`config.mk`:
```
export PLATFORM = sky130hd
export DESIGN_NAME = uifa_muldiv
export DESIGN_NICKNAME = d
export VERILOG_FILES = /design/src/rtl/uifa_pkg.sv /design/src/rtl/uifa_muldiv.sv
export SDC_FILE = /design/constraint.sdc
export NUM_CORES = 2
export LEC_CHECK = 0
export BUFFER_PORTS_ARGS = -buffer_cell sky130_fd_sc_hd__buf_2
export CAP_MARGIN = 5
export CORE_MARGIN = 2
export CORE_UTILIZATION = 40
export DETAILED_ROUTE_END_ITERATION = 10
export SLEW_MARGIN = 20
export SYNTH_ARGS = -nofsm -noshare
export SYNTH_HDL_FRONTEND = slang
export SYNTH_SLANG_ARGS = --single-unit
```
`constraint.sdc`:
```
create_clock -name clk -period 22.9 [get_ports clk]
set_input_delay 3.435 -clock clk [delete_from_list [all_inputs] [get_ports clk]]
set_output_delay 3.435 -clock clk [all_outputs]
set_load 0.005 [all_outputs]
```
`src/rtl/uifa_pkg.sv`:
```
// Shared types, constants and pair tables of the Fisher accumulator.
// No dependencies; the other RTL files but the checker and its header use scoped names.
`default_nettype none

package uifa_pkg;

  localparam int CONC_W      = 32;  // substrate, inhibitor, parameters
  localparam int WEIGHT_W    = 17;  // Q1.16 weight, up to just under 2.0
  localparam int REG_W       = 32;
  localparam int IDX_W       = 2;
  localparam int WORD_W      = 64;  // muldiv operands and accumulators
  localparam int NUM_ENTRIES = 6;
  localparam int SLOT_W      = 3;
  localparam int NUM_GRAD    = 3;
  localparam int GRAD_IDX_W  = 2;

  localparam logic [IDX_W-1:0] REG_V_MAX     = 2'd0;
  localparam logic [IDX_W-1:0] REG_MICHAELIS = 2'd1;
  localparam logic [IDX_W-1:0] REG_DISSOC    = 2'd2;

  localparam logic [WORD_W-1:0] GRAD_ONE = 64'h0000_0001_0000_0000;
  localparam logic [WORD_W-1:0] WORD_MAX = 64'hFFFF_FFFF_FFFF_FFFF;
  localparam logic [WORD_W-1:0] MAG_MAX  = 64'h7FFF_FFFF_FFFF_FFFF;
  localparam logic [WORD_W-1:0] ACC_MIN  = 64'h8000_0000_0000_0000;

  localparam logic [SLOT_W-1:0] SLOT_FIRST = 3'd0;
  localparam logic [SLOT_W-1:0] SLOT_LAST  = SLOT_W'(NUM_ENTRIES - 1);

  // Muldiv flavors: true divide, or divide by 2^32 / 2^16 as a slice.
  typedef enum logic [1:0] {
    MD_GENERAL,
    MD_SHIFT32,
    MD_SHIFT16
  } md_mode_t;

  typedef struct packed {
    logic     start;
    md_mode_t mode;
  } md_req_t;

  typedef struct packed {
    logic done;
    logic sat;
  } md_rsp_t;

  typedef enum logic [1:0] {
    MDS_IDLE,
    MDS_MUL,
    MDS_CHECK,
    MDS_DIV
  } md_state_t;

  typedef enum logic [2:0] {
    ST_IDLE,
    ST_ISSUE,
    ST_WAIT,
    ST_DEN,
    ST_CLAMP,
    ST_ACC,
    ST_EMIT
  } seq_state_t;

  typedef enum logic [2:0] {
    OP_Q,
    OP_G0,
    OP_M1,
    OP_M2,
    OP_PAIR,
    OP_TERM
  } op_t;

  typedef struct packed {
    logic              add;
    logic              clr;
    logic              neg;
    logic [SLOT_W-1:0] slot;
  } acc_cmd_t;

  typedef logic [NUM_ENTRIES-1:0][WORD_W-1:0] fisher_t;

  // Slot order: VV, VKm, VKiu, KmKm, KmKiu, KiuKiu.
  function automatic logic [GRAD_IDX_W-1:0] pair_row(input logic [SLOT_W-1:0] slot);
    logic [GRAD_IDX_W-1:0] r;
    case (slot)
      3'd0, 3'd1, 3'd2: r = 2'd0;
      3'd3, 3'd4:       r = 2'd1;
      default:          r = 2'd2;
    endcase
    return r;
  endfunction

  function automatic logic [GRAD_IDX_W-1:0] pair_col(input logic [SLOT_W-1:0] slot);
    logic [GRAD_IDX_W-1:0] c;
    case (slot)
      3'd0:       c = 2'd0;
      3'd1, 3'd3: c = 2'd1;
      default:    c = 2'd2;
    endcase
    return c;
  endfunction

  // d/dKm is negative, the others positive: pairs with one Km factor subtract.
  function automatic logic pair_neg(input logic [SLOT_W-1:0] slot);
    return (slot == 3'd1) || (slot == 3'd4);
  endfunction

endpackage

`default_nettype wire

```
`src/rtl/uifa_muldiv.sv`:
```
// Shared muldiv unit: floor(a*b/d), or a*b >> 32 / >> 16, on 64-bit operands, saturating.
// 32x32 multiplier over four partial products, then restoring divider.
// Depends on uifa_pkg.
`default_nettype none

module uifa_muldiv (
  input  logic                        clk,
  input  logic                        rst,
  input  uifa_pkg::md_req_t           req,
  input  logic [uifa_pkg::WORD_W-1:0] a,
  input  logic [uifa_pkg::WORD_W-1:0] b,
  input  logic [uifa_pkg::WORD_W-1:0] d,
  output uifa_pkg::md_rsp_t           rsp,
  output logic [uifa_pkg::WORD_W-1:0] quo
);

  localparam int W    = uifa_pkg::WORD_W;
  localparam int HALF = W / 2;
  localparam logic [2:0] MUL_LAST = 3'd4;
  localparam logic [5:0] DIV_LAST = 6'(W - 1);

  uifa_pkg::md_state_t state, state_next;
  uifa_pkg::md_mode_t  mode;

  logic [W-1:0]      opa, opb, div;
  logic [W-1:0]      hi, lo;      // product; later remainder and quotient
  logic [W-1:0]      pp;
  logic [1:0]        pp_idx;
  logic [2:0]        mcnt;
  logic [5:0]        dcnt;

  logic [HALF-1:0]   ah, bh;
  logic [W-1:0]      pp_prod;
  logic [2*W-1:0]    pp_wide;
  logic              div_needed, chk_sat;
  logic [W-1:0]      chk_quo;
  logic [W-1:0]      shifted;
  logic [W+1:0]      diff;
  logic              ge;

  // partial product a_i * b_j, i = mcnt[0], j = mcnt[1]
  assign ah      = mcnt[0] ? opa[W-1:HALF] : opa[HALF-1:0];
  assign bh      = mcnt[1] ? opb[W-1:HALF] : opb[HALF-1:0];
  assign pp_prod = ah * bh;

  always_comb begin
    case (pp_idx)
      2'd0:    pp_wide = {{W{1'b0}}, pp};
      2'd3:    pp_wide = {pp, {W{1'b0}}};
      default: pp_wide = {{HALF{1'b0}}, pp, {HALF{1'b0}}};
    endcase
  end

  // range check after the product is complete
  always_comb begin
    chk_sat = 1'b0;
    chk_quo = '0;
    case (mode)
      uifa_pkg::MD_GENERAL: begin
        chk_sat = (div == '0) ? ((hi | lo) != '0) : (hi >= div);
        chk_quo = chk_sat ? uifa_pkg::WORD_MAX : '0;
      end
      uifa_pkg::MD_SHIFT32: begin
        chk_sat = hi[W-1:HALF] != '0;
        chk_quo = chk_sat ? uifa_pkg::WORD_MAX : {hi[HALF-1:0], lo[W-1:HALF]};
      end
      uifa_pkg::MD_SHIFT16: begin
        chk_sat = hi[W-1:16] != '0;
        chk_quo = chk_sat ? uifa_pkg::WORD_MAX : {hi[15:0], lo[W-1:16]};
      end
      default: begin
        chk_sat = 1'b0;
        chk_quo = '0;
      end
    endcase
  end

  assign div_needed = (mode == uifa_pkg::MD_GENERAL) && (div != '0) && (hi < div);

  // one restoring step; remainder stays below div, so 66 bits cover it
  assign shifted = {hi[W-2:0], lo[W-1]};
  assign diff    = {1'b0, hi[W-1], shifted} - {2'b00, div};
  assign ge      = ~diff[W+1];

  always_ff @(posedge clk) begin
    if (rst) begin
      state <= uifa_pkg::MDS_IDLE;
    end else begin
      state <= state_next;
    end
  end

  always_comb begin
    state_next = state;
    case (state)
      uifa_pkg::MDS_IDLE:  if (req.start) state_next = uifa_pkg::MDS_MUL;
      uifa_pkg::MDS_MUL:   if (mcnt == MUL_LAST) state_next = uifa_pkg::MDS_CHECK;
      uifa_pkg::MDS_CHECK: state_next = div_needed ? uifa_pkg::MDS_DIV : uifa_pkg::MDS_IDLE;
      uifa_pkg::MDS_DIV:   if (dcnt == DIV_LAST) state_next = uifa_pkg::MDS_IDLE;
      default:             state_next = uifa_pkg::MDS_IDLE;
    endcase
  end

  always_ff @(posedge clk) begin
    if (rst) begin
      mcnt <= '0;
      dcnt <= '0;
      rsp  <= '0;
    end else begin
      rsp <= '0;
      case (state)
        uifa_pkg::MDS_IDLE: mcnt <= '0;
        uifa_pkg::MDS_MUL: begin
          mcnt <= mcnt + 3'd1;
          dcnt <= '0;
        end
        uifa_pkg::MDS_CHECK: begin
          if (!div_needed) begin
            rsp.done <= 1'b1;
            rsp.sat  <= chk_sat;
          end
        end
        uifa_pkg::MDS_DIV: begin
          dcnt <= dcnt + 6'd1;
          if (dcnt == DIV_LAST) rsp.done <= 1'b1;
        end
        default: mcnt <= '0;
      endcase
    end
  end

  always_ff @(posedge clk) begin
    case (state)
      uifa_pkg::MDS_IDLE: begin
        if (req.start) begin
          opa  <= a;
          opb  <= b;
          div  <= d;
          mode <= req.mode;
          hi   <= '0;
          lo   <= '0;
        end
      end
      uifa_pkg::MDS_MUL: begin
        if (mcnt != MUL_LAST) begin
          pp     <= pp_prod;
          pp_idx <= mcnt[1:0];
        end
        if (mcnt != '0) {hi, lo} <= {hi, lo} + pp_wide;
      end
      uifa_pkg::MDS_CHECK: begin
        if (!div_needed) quo <= chk_quo;
      end
      uifa_pkg::MDS_DIV: begin
        hi <= ge ? diff[W-1:0] : shifted;
        lo <= {lo[W-2:0], ge};
        if (dcnt == DIV_LAST) quo <= {lo[W-2:0], ge};
      end
      default: quo <= quo;
    endcase
  end

endmodule

`default_nettype wire

```
* After elaboration in Yosys (flattened, before gate mapping)
Cells that the tools add are included.
** Storage, ports and cells
- Register bits after elaboration :: 465
- Bits of input ports :: 197
** Cells by class
- Add/subtract/negate cells :: 4
- Multiply operators :: 1
- $lt $le $gt $ge :: 2
- Equal/unequal tests :: 14
- Muxes and demuxes :: 28
- Bitwise logic cells :: 3
- Reduce and logical (&&, ||, !) cells :: 21
** Operator list (count)
- $mux 64 :: 9
- $pmux 64 s3 :: 3
- $pmux 128 s2 :: 1
- $add 128x128->128 :: 1
- $pmux 64 s2 :: 1
- $reduce_bool 64->1 :: 2
- $sub 65x64->66 :: 1
- $ge 64x64->1 :: 1
- $logic_not 64->1 :: 1
- $lt 64x64->1 :: 1
- $mul 32x32->64 :: 1
- $mux 32 :: 2
- $or 64x64->64 :: 1
- $reduce_bool 48->1 :: 1
- $reduce_bool 32->1 :: 1
- $pmux 6 s2 :: 1
- $mux 2 :: 5
- $ne 2x2->1 const B :: 5
- $reduce_and 3->1 :: 3
- $eq 2x2->1 const B :: 4
- $pmux 2 s4 :: 1
- $add 6x1->6 const B :: 1
- $eq 6x6->1 const B :: 1
- $logic_not 2->1 :: 3
- 14 further kinds :: 22

* Logic depth before layout (Yosys ltp)
- Depth in word-level cells :: 7
- Gate-level depth with buffers :: 36
- Mapped depth without buffers :: 31

* Least setup slack after synthesis
OpenSTA, ideal clock, no wires.
- Path kind :: input to register
- Start point :: in req[2] (netlist bit)
- End point :: reg hi[0], enable pin
- Data arrival time :: 19.970 ns
- Data required time :: 22.414 ns
- Path slack :: 2.445 ns
- Stages :: 2
- Path buffers :: 0
- Path through :: nor3b_1 > a21o_1
** On the way
- Word-level cells in the longest chain between the ends :: 2
** RTL lines
- start: declaration :: line uifa_muldiv.sv:9 : input uifa_pkg::md_req_t req,
- $ne 2x2->1 (no line)
- $reduce_and 3->1 (no line)
- end signal: assignment :: line uifa_muldiv.sv:149 : if (mcnt != '0) {hi, lo} <= {hi, lo} + pp_wide;
- end signal: assignment :: line uifa_muldiv.sv:155 : hi <= ge ? diff[W-1:0] : shifted;
- end: declaration :: line uifa_muldiv.sv:26 : logic [W-1:0] hi, lo;
Every way passes these cells.
A chain may end at the register's enable or synchronous reset.

* Worst setup path after layout
- Start point :: reg mcnt[1]
- End point :: reg pp[61], data pin
** On the way
- Word-level cells in the longest chain between the ends :: 2
** RTL lines
- start: declaration :: line uifa_muldiv.sv:29 : logic [2:0] mcnt;
- start signal: assignment :: line uifa_muldiv.sv:114 : mcnt <= mcnt + 3'd1;
- $mux 32 :: line uifa_muldiv.sv:43 : assign bh = mcnt[1] ? opb[W-1:HALF] : opb[HALF-1:0];
- $mul 32x32->64 :: line uifa_muldiv.sv:44 : assign pp_prod = ah * bh;
- via pp_prod[61] :: line uifa_muldiv.sv:33 : logic [W-1:0] pp_prod;
- end signal: assignment :: line uifa_muldiv.sv:146 : pp <= pp_prod;
- end: declaration :: line uifa_muldiv.sv:27 : logic [W-1:0] pp;
The timed path passes the listed nets, and every way through them passes these cells.

==> impl_metrics.json <==
{
  "outcome": "completed",
  "grt_pass1_wl_microns": 362000,
  "drive_gt1_share_pct": 8.16,
  "antenna_found_initial": 4,
  "routabilityCongestion": 1.00,
  "maxSlewViolCount": 0,
  "drtAntennaViolNets": 0,
  "core_sq_mm": 0.164,
  "synth_cell_types": 77,
  "yosysTopAreaCell": "fa_1",
  "cts_root_buf": "clkbuf_16",
  "worst_path_max_delay_cell": "buf_4",
  "die_h_microns": 410,
  "setup.worst_path.start": "mcnt[1]$_SDFFE_PP0P_",
  "worst-path-stages": 31,
  "area_growth_pct": 8.45,
  "rsz0062_at_grt": "no",
  "syn_area_sq_mm": 0.0660,
  "synth_area_per_cell_sq_um": 8.98,
  "startpoint_type": "flop",
  "initialDrtViolationCount": 6204,
  "cp-endpoint": "pp[61]$_DFFE_PP_",
  "path_class": "flop to flop",
  "cp.arrival_ns": 11.06,
  "fmax_ghz": 0.0941,
  "post-cts-setup-buffers": 0,
  "diodes": 0,
  "ys_seq_area_share_pct": 21.0,
  "synthCells": 7346,
  "synth_edf_count": 452,
  "viasPerCell": 5.83,
  "grt_pass1_vias": 56000,
  "grt_max_degree": 100,
  "finalCriticalPeriod_ns": 10.62,
  "ys.flop_type": "edfxtp_1",
  "skew_ns": 0.0574,
  "cp.required_ns": 23.34,
  "r2r-end": "pp[61]$_DFFE_PP_",
  "yosys_warnings": 0,
  "die-area_sq_mm": 0.168,
  "drc": 0,
  "routedWlPerCell_microns": 25.5,
  "hp-class": "flop to flop",
  "async_flop_share_pct": 0,
  "worstPathMaxFanout": 28,
  "cp_top_family": "adder cells",
  "yosysMostFrequentCell": "inv_1",
  "setup_viol": 0,
  "start_util_pct": 40.1,
  "clk_pin_slew_ns": 0.07,
  "max_cap_violations": 0,
  "die_w_microns": 410,
  "clock-sinks": 465,
  "gr-total-overflow": 0,
  "ys_top_cells_by_area": "fa_1 27%, edfxtp_1 21%, ha_1 9.9%, inv_1 5.9%, nand2_1 4.9%",
  "worst_pin_slew_ns": 1.11,
  "grtUsageTotal_pct": 28.7,
  "portBuffers": 262,
  "finalHoldViolCount": 0,
  "relSlewSlack_pct": 24.6,
  "cts_tree": "built",
  "cts_buffers": 56,
  "cts_resized": 0,
  "reg2regPathDepth": 31,
  "synth_seq_cells": 465,
  "synthTopCellsByCount": "1032 x inv_1, 898 x fa_1, 860 x nand2_1, 828 x nor2_1, 523 x ha_1",
  "rrSetupSlack_ns": 12.28,
  "fin_nets": 8981,
  "finalCritPeriodShare_pct": 46.4,
  "vias": 55900,
  "pin_count": 263,
  "hold_buffers": 0,
  "syn_nets": 8964,
  "wl_microns": 245000,
  "hpwl_microns": 192000,
  "clockBufferDepth": 3,
  "slowest_delay_ns": 0.59,
  "tns_ns": 0,
  "htree_levels": 2,
  "r2r-start": "mcnt[1]$_SDFFE_PP0P_",
  "endpoint_kind": "flop",
  "first_pass_iters": 6,
  "path_buf_inv": 9,
  "clk_latency_ns": 0.74,
  "yosysTopAreaCellShare_pct": 27.2,
  "placementRows": 149,
  "path_common_cell": "fa_1"
}
-- worst min path at each step --
stage / startpoint / endpoint / slack (ns) / depth (start not counted)
2_1_floorplan: mcnt[1]$_SDFFE_PP0P_ / pp_idx[1]$_DFFE_PP_ / 0.43 / 0
3_3_place_gp: mcnt[2]$_SDFFE_PP0P_ / mcnt[2]$_SDFFE_PP0P_ / 0.48 / 2
3_5_place_dp: mcnt[2]$_SDFFE_PP0P_ / mcnt[2]$_SDFFE_PP0P_ / 0.49 / 2
4_1_cts: mcnt[2]$_SDFFE_PP0P_ / mcnt[2]$_SDFFE_PP0P_ / 0.50 / 2
5_1_grt: mcnt[2]$_SDFFE_PP0P_ / mcnt[2]$_SDFFE_PP0P_ / 0.52 / 2
6_report: mcnt[2]$_SDFFE_PP0P_ / mcnt[2]$_SDFFE_PP0P_ / 0.50 / 2
-- layout by cell type, fill, tap and decap left out, types with 15 or more instances in the layout --
cell type | synthesis | routed
xnor2_1 | 148 | 148
o31ai_1 | 18 | 18
clkbuf_16 | 0 | 60
o21bai_1 | 59 | 59
o22ai_1 | 17 | 17
nand4_1 | 124 | 124
nor2_1 | 828 | 827
a221oi_1 | 45 | 45
buf_2 | 3 | 262
and3_1 | 36 | 36
buf_4 | 0 | 90
a22o_1 | 33 | 33
ha_1 | 523 | 522
mux2_2 | 63 | 63
and2_1 | 117 | 115
a31oi_1 | 38 | 38
nor4_1 | 71 | 70
o211a_1 | 24 | 24
fa_1 | 898 | 898
a21oi_1 | 429 | 429
mux2i_1 | 69 | 17
nor3_1 | 45 | 45
a211oi_1 | 28 | 28
nor2b_1 | 31 | 27
o211ai_1 | 35 | 35
a22oi_1 | 26 | 26
nand2b_1 | 24 | 24
a21o_1 | 182 | 181
o21a_1 | 44 | 44
xor2_1 | 90 | 90
nand3_1 | 65 | 64
nand2_1 | 860 | 858
inv_1 | 1032 | 1031
mux2i_2 | 0 | 42
o21ai_0 | 327 | 327
o31a_1 | 15 | 15
edfxtp_1 | 452 | 452
-- metal layers --
metal | vias up | share of wire (%) | GRT usage (%)
met5 | - | 0.0053 | 0
met4 | 2 | 6.0 | 13.9
met3 | 620 | 11 | 6.44
met2 | 3213 | 42 | 42.5
met1 | 27600 | 41 | 39.7
li1 | 24500 | - | -
-- area by class of cell --
class,instances,area (sq um)
Inverter,1033,3880
Timing Repair Buffer,353,2000
Tap cell,2189,2740
Clock inverter,39,439
Fill cell,16300,92900
Multi-Input combinational cell,5454,47100
Clock buffer,66,1530
Sequential cell,465,13800
-- cells by family (layout without fill, tap and decap cells) --
kind of cell,count (synthesis),count (layout),share of synthesized area (%)
buffers and inverters,1427,1491,8.12
and+or+nand+nor,2244,2244,14.8
muxes,134,134,2.16
AOI/OAI and AO/OA,1417,1417,13.7
adders and majority gates,1421,1421,37.2
xor gates and xnor gates,238,238,3.16
DFF,465,465,21.0
-- metrics by stage --
| stage | area, sq um | utilization [%] | worst slack [ns] | cells | hold slack [ns] |
|---|---|---|---|---|---|
| 3_5_place_dp | 69600 | 42.3 | 12.39 | 9494 | 0.488 |
| 6_report | 71600 | 43.5 | 12.28 | 9599 | 0.502 |
| 3_3_place_gp | 69600 | 42.3 | 12.46 | 9494 | 0.477 |
| 5_1_grt | 71600 | 43.5 | 11.81 | 9599 | 0.518 |
| 4_1_cts | 71600 | 43.5 | 12.35 | 9599 | 0.498 |
| 2_1_floorplan | 66000 | - | 2.44 | 7346 | 0.432 |
-- sequential cells by signal, indices dropped and copies added, names as in the netlist, 3 cells and up --
signal and cells:
mcnt 3, quo 64, dcnt 6, opb 64, pp 64, hi 64, div 64, opa 64
lo 64
-- tightest hold or removal path, cell delays in order (launching register included) --
cell     delay, ns
dfxtp_1       0.32
o21ai_0       0.07
a21oi_1       0.06
Power is left out: the tool's default activity adds up to more than one toggle a clock period on the data nets, which glitch-free logic cannot reach.
